--- config.mk ---
export PLATFORM = sky130hd
export DESIGN_NAME = http_header_end_detector_top
export DESIGN_NICKNAME = d
export VERILOG_FILES = /design/src/rtl/hhed_pkg.sv /design/src/rtl/hhed_front.sv /design/src/rtl/hhed_queue.sv /design/src/rtl/hhed_back.sv /design/src/rtl/http_header_end_detector_top.sv
export SDC_FILE = /design/constraint.sdc
export NUM_CORES = 1
export LEC_CHECK = 0
export ABC_AREA = 1
export BUFFER_PORTS_ARGS = -buffer_cell sky130_fd_sc_hd__buf_4
export CAP_MARGIN = 20
export CORE_UTILIZATION = 55
export CTS_CLUSTER_SIZE = 8
export DETAILED_ROUTE_END_ITERATION = 8
export GPL_ROUTABILITY_DRIVEN = 0
export MAX_ROUTING_LAYER = met4
export PLACE_DENSITY = 0.79
export SETUP_SLACK_MARGIN = 0.4
export SLEW_MARGIN = 20
export SYNTH_ARGS = -nofsm -noshare
export SYNTH_HDL_FRONTEND = slang
export SYNTH_SLANG_ARGS = --single-unit
--- constraint.sdc ---
create_clock -name clk -period 2.5 [get_ports clk]
set_input_delay 0.25 -clock clk [delete_from_list [all_inputs] [get_ports clk]]
set_output_delay 0.25 -clock clk [all_outputs]
set_load 0.02 [all_outputs]
--- src/rtl/hhed_pkg.sv ---
// ----------------------------------------------------------------------------
// hhed_pkg
// Shared types and constants for the http header end detector: character
// codes, byte classes, status codes and the queue entry format.
// ----------------------------------------------------------------------------
package hhed_pkg;

    // characters the parser cares about
    localparam logic [7:0] CH_SP  = 8'h20;
    localparam logic [7:0] CH_TAB = 8'h09;
    localparam logic [7:0] CH_LF  = 8'h0A;
    localparam logic [7:0] CH_CR  = 8'h0D;

    // byte classes produced by the front end
    typedef logic [1:0] byte_class_t;
    localparam byte_class_t CLS_OTHER = 2'd0;
    localparam byte_class_t CLS_BLANK = 2'd1;
    localparam byte_class_t CLS_LF    = 2'd2;
    localparam byte_class_t CLS_CR    = 2'd3;

    // header status codes
    typedef logic [1:0] status_t;
    localparam status_t STAT_MORE = 2'd0;
    localparam status_t STAT_DONE = 2'd1;
    localparam status_t STAT_BAD  = 2'd2;

    // one classified byte as held in the queue
    typedef struct packed {
        logic        start;
        byte_class_t cls;
    } item_t;

    localparam int ITEM_W = $bits(item_t);

    // default depth of the queue between front and back
    localparam int QUEUE_DEPTH = 4;

endpackage

--- src/rtl/hhed_front.sv ---
// ----------------------------------------------------------------------------
// hhed_front
// Input side: accepts request bytes and reduces each one to a byte class
// together with its start-of-request flag, then hands it to the queue.
// ----------------------------------------------------------------------------
module hhed_front
(
    input  logic            s_tvalid,
    output logic            s_tready,
    input  logic [7:0]      s_tdata,    // data_byte
    input  logic            s_tuser,    // start_of_request
    output logic            push_valid,
    input  logic            push_ready,
    output hhed_pkg::item_t push_data
);

    hhed_pkg::byte_class_t cls;

    // classify the byte
    always_comb
    begin
        if (s_tdata == hhed_pkg::CH_SP || s_tdata == hhed_pkg::CH_TAB)
        begin
            cls = hhed_pkg::CLS_BLANK;
        end
        else if (s_tdata == hhed_pkg::CH_LF)
        begin
            cls = hhed_pkg::CLS_LF;
        end
        else if (s_tdata == hhed_pkg::CH_CR)
        begin
            cls = hhed_pkg::CLS_CR;
        end
        else
        begin
            cls = hhed_pkg::CLS_OTHER;
        end
    end

    // pass the transfer on to the queue
    assign push_valid      = s_tvalid;
    assign s_tready        = push_ready;
    assign push_data.start = s_tuser;
    assign push_data.cls   = cls;

endmodule

--- src/rtl/hhed_queue.sv ---
// ----------------------------------------------------------------------------
// hhed_queue
// Short first-in first-out queue of classified bytes between the front end
// and the parser, so that each side can stall on its own.
// ----------------------------------------------------------------------------
module hhed_queue
#(
    parameter int DEPTH = hhed_pkg::QUEUE_DEPTH
)
(
    input  logic            clk,
    input  logic            rst_n,
    input  logic            push_valid,
    output logic            push_ready,
    input  hhed_pkg::item_t push_data,
    output logic            pop_valid,
    input  logic            pop_ready,
    output hhed_pkg::item_t pop_data
);

    localparam int PTR_W = (DEPTH > 1) ? $clog2(DEPTH) : 1;
    localparam int CNT_W = $clog2(DEPTH + 1);

    hhed_pkg::item_t    entry_reg [DEPTH];
    logic [PTR_W-1:0]   wr_ptr_reg;
    logic [PTR_W-1:0]   wr_ptr_next;
    logic [PTR_W-1:0]   rd_ptr_reg;
    logic [PTR_W-1:0]   rd_ptr_next;
    logic [CNT_W-1:0]   count_reg;
    logic [CNT_W-1:0]   count_next;
    logic               do_push;
    logic               do_pop;

    assign push_ready = (count_reg != CNT_W'(DEPTH));
    assign pop_valid  = (count_reg != '0);
    assign pop_data   = entry_reg[rd_ptr_reg];

    assign do_push = push_valid && push_ready;
    assign do_pop  = pop_valid && pop_ready;

    // pointer and fill count update
    always_comb
    begin
        wr_ptr_next = wr_ptr_reg;
        rd_ptr_next = rd_ptr_reg;
        count_next  = count_reg;
        if (do_push)
        begin
            wr_ptr_next = (wr_ptr_reg == PTR_W'(DEPTH - 1)) ? '0 : wr_ptr_reg + 1'b1;
        end
        if (do_pop)
        begin
            rd_ptr_next = (rd_ptr_reg == PTR_W'(DEPTH - 1)) ? '0 : rd_ptr_reg + 1'b1;
        end
        if (do_push && !do_pop)
        begin
            count_next = count_reg + 1'b1;
        end
        else if (do_pop && !do_push)
        begin
            count_next = count_reg - 1'b1;
        end
    end

    always_ff @(posedge clk or negedge rst_n)
    begin
        if (!rst_n)
        begin
            wr_ptr_reg <= '0;
            rd_ptr_reg <= '0;
            count_reg  <= '0;
        end
        else
        begin
            wr_ptr_reg <= wr_ptr_next;
            rd_ptr_reg <= rd_ptr_next;
            count_reg  <= count_next;
        end
    end

    // entry storage
    always_ff @(posedge clk)
    begin
        if (do_push)
        begin
            entry_reg[wr_ptr_reg] <= push_data;
        end
    end

endmodule

--- src/rtl/hhed_back.sv ---
// ----------------------------------------------------------------------------
// hhed_back
// Parser: steps the request-line and header-end state machine on each
// classified byte and holds the resulting status in an output register.
// ----------------------------------------------------------------------------
module hhed_back
(
    input  logic            clk,
    input  logic            rst_n,
    input  logic            pop_valid,
    output logic            pop_ready,
    input  hhed_pkg::item_t pop_data,
    output logic            m_tvalid,
    input  logic            m_tready,
    output logic [7:0]      m_tdata     // header_status, zero padded
);

    localparam logic [3:0] ST_WORD1  = 4'd0;
    localparam logic [3:0] ST_WS1    = 4'd1;
    localparam logic [3:0] ST_WORD2  = 4'd2;
    localparam logic [3:0] ST_WS2    = 4'd3;
    localparam logic [3:0] ST_WORD3  = 4'd4;
    localparam logic [3:0] ST_LINE   = 4'd5;
    localparam logic [3:0] ST_LF     = 4'd6;
    localparam logic [3:0] ST_CR     = 4'd7;
    localparam logic [3:0] ST_CRLF   = 4'd8;
    localparam logic [3:0] ST_CRLFCR = 4'd9;
    localparam logic [3:0] ST_BAD    = 4'd10;

    logic [3:0]          state_reg;
    logic [3:0]          state_next;
    logic [3:0]          cur;
    hhed_pkg::status_t   status;
    hhed_pkg::status_t   status_reg;
    logic                valid_reg;
    logic                valid_next;
    logic                take;
    logic                is_blank;
    logic                is_lf;
    logic                is_cr;
    logic                is_eol;

    // take a byte whenever the output register is free or being drained
    assign pop_ready = !valid_reg || m_tready;
    assign take      = pop_valid && pop_ready;

    assign is_blank = (pop_data.cls == hhed_pkg::CLS_BLANK);
    assign is_lf    = (pop_data.cls == hhed_pkg::CLS_LF);
    assign is_cr    = (pop_data.cls == hhed_pkg::CLS_CR);
    assign is_eol   = is_lf || is_cr;

    // next parse state and status for the byte at the queue head
    always_comb
    begin
        cur        = pop_data.start ? ST_WORD1 : state_reg;
        state_next = cur;
        status     = hhed_pkg::STAT_MORE;
        case (cur)
            ST_WORD1:
            begin
                if (is_blank)
                begin
                    state_next = ST_WS1;
                end
                else if (is_eol)
                begin
                    state_next = ST_BAD;
                    status     = hhed_pkg::STAT_BAD;
                end
            end
            ST_WS1, ST_WS2:
            begin
                if (is_eol)
                begin
                    state_next = ST_BAD;
                    status     = hhed_pkg::STAT_BAD;
                end
                else if (!is_blank)
                begin
                    state_next = (cur == ST_WS1) ? ST_WORD2 : ST_WORD3;
                end
            end
            ST_WORD2:
            begin
                if (is_blank)
                begin
                    state_next = ST_WS2;
                end
                else if (is_eol)
                begin
                    status = hhed_pkg::STAT_DONE;
                end
            end
            ST_WORD3, ST_LINE:
            begin
                if (is_blank && cur == ST_WORD3)
                begin
                    state_next = ST_BAD;
                    status     = hhed_pkg::STAT_BAD;
                end
                else if (is_lf)
                begin
                    state_next = ST_LF;
                end
                else if (is_cr)
                begin
                    state_next = ST_CR;
                end
            end
            ST_LF:
            begin
                if (is_lf)
                begin
                    status = hhed_pkg::STAT_DONE;
                end
                else if (is_cr)
                begin
                    state_next = ST_CR;
                end
                else
                begin
                    state_next = ST_LINE;
                end
            end
            ST_CR:
            begin
                if (is_lf)
                begin
                    state_next = ST_CRLF;
                end
                else if (is_cr)
                begin
                    status = hhed_pkg::STAT_DONE;
                end
                else
                begin
                    state_next = ST_LINE;
                end
            end
            ST_CRLF:
            begin
                if (is_lf)
                begin
                    status = hhed_pkg::STAT_DONE;
                end
                else if (is_cr)
                begin
                    state_next = ST_CRLFCR;
                end
                else
                begin
                    state_next = ST_LINE;
                end
            end
            ST_CRLFCR:
            begin
                if (is_eol)
                begin
                    status = hhed_pkg::STAT_DONE;
                end
                else
                begin
                    state_next = ST_LINE;
                end
            end
            default:
            begin
                // malformed, and any unused code, sticks
                status = hhed_pkg::STAT_BAD;
            end
        endcase
    end

    // output valid tracking
    always_comb
    begin
        valid_next = valid_reg;
        if (take)
        begin
            valid_next = 1'b1;
        end
        else if (m_tready)
        begin
            valid_next = 1'b0;
        end
    end

    always_ff @(posedge clk or negedge rst_n)
    begin
        if (!rst_n)
        begin
            state_reg <= ST_WORD1;
            valid_reg <= 1'b0;
        end
        else
        begin
            valid_reg <= valid_next;
            if (take)
            begin
                state_reg <= state_next;
            end
        end
    end

    // status payload
    always_ff @(posedge clk)
    begin
        if (take)
        begin
            status_reg <= status;
        end
    end

    assign m_tvalid = valid_reg;
    assign m_tdata  = {6'b0, status_reg};

endmodule

--- src/rtl/http_header_end_detector_top.sv ---
// ----------------------------------------------------------------------------
// http_header_end_detector_top
// Checks the request line of an http request and finds the end of its header.
// ----------------------------------------------------------------------------
// One request byte goes in per transfer and exactly one status comes out for
// each byte, in order: 0 need more bytes, 1 header complete, 2 malformed.
// The block sustains one byte per clock while the output side is not
// stalled; a byte's status passes through the queue entry written at the
// transfer and then the status register behind the parse state machine
// before it is offered on the output. Up to QUEUE_DEPTH classified bytes
// plus one held status are buffered while the output is stalled.
// start_of_request re-arms the parser at the first word before that byte.
// ----------------------------------------------------------------------------
module http_header_end_detector_top
#(
    parameter int QUEUE_DEPTH = hhed_pkg::QUEUE_DEPTH
)
(
    input  logic       clk,
    input  logic       rst_n,
    input  logic       s_tvalid,
    output logic       s_tready,
    input  logic [7:0] s_tdata,     // data_byte
    input  logic       s_tuser,     // start_of_request
    output logic       m_tvalid,
    input  logic       m_tready,
    output logic [7:0] m_tdata      // header_status, upper bits zero
);

    logic            push_valid;
    logic            push_ready;
    hhed_pkg::item_t push_data;
    logic            pop_valid;
    logic            pop_ready;
    hhed_pkg::item_t pop_data;

    // byte classification
    hhed_front u_front
    (
        .s_tvalid   (s_tvalid),
        .s_tready   (s_tready),
        .s_tdata    (s_tdata),
        .s_tuser    (s_tuser),
        .push_valid (push_valid),
        .push_ready (push_ready),
        .push_data  (push_data)
    );

    // decoupling queue
    hhed_queue #(.DEPTH(QUEUE_DEPTH)) u_queue
    (
        .clk        (clk),
        .rst_n      (rst_n),
        .push_valid (push_valid),
        .push_ready (push_ready),
        .push_data  (push_data),
        .pop_valid  (pop_valid),
        .pop_ready  (pop_ready),
        .pop_data   (pop_data)
    );

    // parser and status output
    hhed_back u_back
    (
        .clk        (clk),
        .rst_n      (rst_n),
        .pop_valid  (pop_valid),
        .pop_ready  (pop_ready),
        .pop_data   (pop_data),
        .m_tvalid   (m_tvalid),
        .m_tready   (m_tready),
        .m_tdata    (m_tdata)
    );

endmodule

### Yosys cells after proc, flatten, opt, wreduce, memory -nomap -nowiden

Memories as Yosys holds them, arrays and structs flattened.
Cells that the tools add are included.

* flip-flop bits (word level): 14
* bits in writable memories: 12
* input bits: 13
* output and inout bits: 10
* logic and storage cells: 86
* memories kept: 1

* add/sub/neg operators: 4
* eq/ne operators: 19
* multiplexer cells: 38
* reductions and logical operators: 18

Memory list
* u_queue.entry_reg: words 4, bits a word 3, rd ports 1, clocked after Yosys merged registers in 0, write ports 1, RTL line hhed_queue.sv:24 `hhed_pkg::item_t entry_reg [DEPTH];`

Operators with widths (number)
* $mux 4: 15
* $pmux 4 s8: 1
* $eq 8x4->1 const B: 3
* $mux 2: 11
* $eq 4x3->1 const B: 4
* $pmux 2 s7: 1
* $mux 3: 3
* $eq 2x2->1 const B: 4
* $eq 4x2->1 const B: 2
* $eq 4x4->1 const B: 2
* $eq 8x6->1 const B: 1
* $mux 1: 7
* $reduce_or 2->1: 3
* $logic_and 1x1->1: 5
* $add 2x1->2 const B: 2
* $eq 4x1->1 const B: 1
* $logic_not 4->1: 1
* $reduce_bool 2->1: 2
* $add 3x1->3 const B: 1
* $logic_not 1->1: 3
* $logic_or 1x1->1: 3
* $ne 3x3->1 const B: 1
* $reduce_bool 3->1: 1
* $sub 3x1->3 const B: 1
* $eq 2x1->1 const B: 1

### Depth between registers and ports, before layout

An unclocked memory read counts as a cell.

* word-level depth: 7
* gate-level depth with buffers: 16
* mapped depth without buffers: 14

### Cells and area by module

A second synthesis with hierarchy kept.

* cell total of the unflattened synthesis: 231
* area total of the unflattened synthesis: 1814.2 um^2

By module, submodules not included
* hhed_queue: instances 1, cells each 93, area an instance 964.7 um^2, seq. area each 535.5 um^2
* hhed_back: instances 1, cells each 106, area an instance 706.9 um^2, seq. area each 185.2 um^2
* hhed_front: instances 1, cells each 32, area an instance 142.6 um^2, seq. area each 0.0 um^2

### Worst setup path before layout

Ideal clock, no wire load.

* path type: register to register
* from: reg u_queue.count_reg[0]
* to: reg u_queue.count_reg[2]
* setup time: 131 ps
* data arrival time: 1881 ps
* data required time: 2369 ps
* path slack: 488 ps
* cell stages (with the launch flop): 11
* buffers on the path: 0
* clock period less this slack: 2012 ps
* cell sequence: dfrtp_1 inv_1 nand3_1 nand2_1 inv_1 ha_1 inv_1 fa_1 a21oi_1 o21ai_0 xor2_1

* cells in the longest elaborated chain, start to end: 5
* elaborated cells between the ends (all ways): 13
* those cells by class: add/sub: 2; eq/ne: 1; mux: 2; reduce/logical: 8

RTL lines
* from (decl): RTL line hhed_queue.sv:29 `logic [CNT_W-1:0] count_reg;`
* from (signal assigned): RTL line hhed_queue.sv:77 `count_reg <= count_next;`
* $ne 3x3->1 (*): RTL line hhed_queue.sv:34 `assign push_ready = (count_reg != CNT_W'(DEPTH));`
* via s_tready: RTL line http_header_end_detector_top.sv:22 `output logic s_tready,`
* $logic_and 1x1->1 (*): RTL line hhed_queue.sv:38 `assign do_push = push_valid && push_ready;`
* via u_queue.do_push: RTL line hhed_queue.sv:31 `logic do_push;`
* $logic_not 1->1: RTL line hhed_queue.sv:59 `else if (do_pop && !do_push)`
* $logic_and 1x1->1: RTL line hhed_queue.sv:59
* $reduce_bool 2->1 (no line)

Mark *: on every way through the listed nets, which the timed path passes. The rest lies on a longest branch. The select of a mux whose other input is x is not followed.
A chain may end at the register's enable or synchronous reset.

### Worst setup path after layout

* from: reg u_queue.count_reg[1]
* to: reg u_queue.count_reg[2]

* cells in the longest elaborated chain, start to end: 5
* elaborated cells between the ends (all ways): 13
* those cells by class: add/sub: 2; eq/ne: 1; mux: 2; reduce/logical: 8

RTL lines (RTL line)
* $ne 3x3->1 (*): hhed_queue.sv:34
* $logic_and 1x1->1 (*): hhed_queue.sv:38
* via u_queue.do_push: hhed_queue.sv:31
* $logic_not 1->1: hhed_queue.sv:59
* $logic_and 1x1->1: hhed_queue.sv:59
* $reduce_bool 2->1 (no line)

Marks and branches as above.

==> results_dict.tcl <==
set metrics [dict create \
    yosysSeqAreaShare_pct 41.5 \
    fillerInstances 284 \
    drc 0 \
    first_global_vias 1261 \
    overflow 0 \
    worstPathRequired_ns 2.70 \
    final_max_slew_viol_count 0 \
    rrSetupSlack_ns 0.55 \
    yosysWarnings 0 \
    area_growth_pct 10.3 \
    min_from "m_tready" \
    clk_pin_slew_ns 0.13 \
    synth_area_per_cell_um2 7.75 \
    fin_nets 264 \
    synth-seq-cells 26 \
    grt_pass1_wl_mm 5.45 \
    final_antenna_net_count 0 \
    async_flop_share_pct 46.2 \
    synth.most_common_cell "nand2_1" \
    start_util_pct 57.3 \
    syn_inst 224 \
    reg2reg_depth 10 \
    synth-edff-count 14 \
    hp-class "in -> reg" \
    hold_depth 2 \
    r2r-end "u_queue.count_reg[2]" \
    ys_types 31 \
    arrival_ns 2.15 \
    io_buffer_count 16 \
    die_area_um2 3380 \
    netlist_top_cells_area "edfxtp_1, dfrtp_1, nand2_1, nand3_1, inv_1" \
    synth_commonest_cells "nand2_1, inv_1, nor2_1" \
    max-cap-violations 0 \
    drt-initial-drc-count 122 \
    worst-path-max-fanout 5 \
    critPathKind "reg -> reg" \
    synthFlopType "edfxtp_1" \
    cp-start-kind "register" \
    place_hpwl_mm 2.62 \
    die_h_um 58.2 \
    grt_max_degree 15 \
    drive_gt1_share_pct 18.9 \
    fin_util_pct 63.2 \
    post_drt_via_cell_ratio 5.07 \
    period_share_pct 77.9 \
    netlist_area_um2 1740 \
    antenna_found_initial 0 \
    drtPass1Iterations 4 \
    synth_top_cell_by_area "edfxtp_1" \
    wl_per_cell_um 11.3 \
    fin_cells 287 \
    tritoncts "yes" \
    cts_made_buffers 3 \
    coreArea_um2 3030 \
    multi_input_area_um2 847 \
    ios 23 \
    diodes 0 \
    die_w_um 58.2 \
    p_leak_nw 0.965 \
    fin_tns_setup_ns 0 \
    rr_startpoint "u_queue.count_reg[1]" \
    skew_ns 0.00419 \
    setup_viol 0 \
    cts_max_level 1 \
    dp.cells 281 \
    largest_reg_flops 12 \
    hold_viol 0 \
    status "complete, no violations" \
    num_rows 20 \
    rsz0062_at_grt "yes" \
    cts.sinks 26 \
    seqCellArea_um2 722 \
    grtUsageTotal_pct 21.7 \
    clockBufferDepth 2 \
    peakVddDrop_mv 0.632 \
    min_period_ns 1.95 \
    totalWireLength_mm 3.25 \
    endpoint_kind "register" \
    fmax_mhz 513 \
    vias 1456 \
    hold_path_end "u_back.m_tvalid" \
    root_buffer "clkbuf_4" \
    clkLatencyLatePin_ns 0.31 \
    powerDensity_nw_per_um2 1230 \
    synth.top_cell.area_share_pct 24.2 \
]
[cells by family (layout without fill, tap and decap cells)]
family,after synthesis,after routing,synth area share [%]
AND/OR/NAND/NOR,128,128,34.0
buffers and inverters,40,54,10.7
flip-flops,26,26,41.5
AO/OA/AOI/OAI,20,20,6.99
adder cells (fa/ha/maj),7,7,5.48
XOR/XNOR,2,2,1.01
other,1,6,0.216
[per-stage QoR]
| stage | worst slack, ns | cell area [um^2] | power, mW | hold slack [ns] |
|---|---|---|---|---|
| 2_1_floorplan | 0.488 | 1750 | 1.87 | -0.0456 |
| 3_3_place_gp | 0.514 | 1870 | 2.14 | 0.103 |
| 3_5_place_dp | 0.493 | 1870 | 2.16 | 0.103 |
| 4_1_cts | 0.455 | 1910 | 2.34 | 0.0985 |
| 5_1_grt | 0.388 | 1910 | 2.57 | 0.0882 |
| 6_report | 0.552 | 1910 | 2.35 | 0.111 |
[worst max path at each step]
stage,end,slack (ns),cells past startpoint,start
after floorplan,u_queue.count_reg[2],0.49,10,u_queue.count_reg[0]
after global placement,u_queue.count_reg[2],0.51,10,u_queue.count_reg[0]
after detailed placement,u_queue.count_reg[2],0.49,10,u_queue.count_reg[0]
after CTS,u_queue.count_reg[2],0.45,10,u_queue.count_reg[0]
after global routing,u_queue.count_reg[2],0.39,10,u_queue.count_reg[1]
final,u_queue.count_reg[2],0.55,10,u_queue.count_reg[1]
[metal layers]
| layer | GRT usage (%) | up-vias | wire length [um] |
|---|---|---|---|
| met5 | - | - | 0 |
| met4 | 4.08 | 0 | 19 |
| met3 | 3.35 | 4 | 135 |
| met2 | 35.5 | 40 | 1580 |
| met1 | 29.0 | 663 | 1520 |
| li1 | - | 749 | - |
[repair_timing]
item                       in CTS  in global routing
setup endpoints to repair       0                  3
hold buffers                    1                  0
buffers inserted                0                  1
hold endpoints to repair       12                  0
resized for setup               0                  2
[layout by cell type (no fill, tap or decap), types with 3 or more instances in the layout]
| master | Yosys | routed |
|---|---|---|
| edfxtp_1 | 14 | 14 |
| nand2_1 | 63 | 63 |
| o21ai_0 | 8 | 8 |
| nor2_1 | 24 | 24 |
| nand3_1 | 20 | 20 |
| nand2_2 | 4 | 4 |
| buf_4 | 7 | 18 |
| inv_2 | 5 | 6 |
| inv_1 | 24 | 23 |
| nand4_1 | 5 | 5 |
| conb_1 | 1 | 6 |
| dfrtp_1 | 12 | 11 |
| clkbuf_4 | 0 | 3 |
| nand2_4 | 3 | 3 |
| nor2_2 | 4 | 4 |
| ha_1 | 6 | 6 |
| a21oi_1 | 5 | 5 |
[layout make-up]
class                           count  area share [%]
Inverter                           31            6.21
Timing Repair Buffer               19            7.58
Clock inverter                      1           0.196
Sequential cell                    26            37.7
Tap cell                           44            2.88
Multi-Input combinational cell    163            44.2
Clock buffer                        3            1.18
[worst max-delay path: stages (launching register included)]
cell and delay (ns):
dfrtp_1 0.40, inv_1 0.09, nand3_1 0.10, nand2_1 0.14, inv_2 0.12, ha_1 0.15
inv_1 0.06, fa_1 0.37, a21oi_1 0.15, o21ai_0 0.11, xor2_1 0.15
[where the power goes]
group	total, mW	internal, mW	switching (mW)
Sequential	0.786	0.626	0.160
Clock	0.174	0.0583	0.116
Combinational	1.39	0.474	0.915
(Power assumes the default switching activity.)
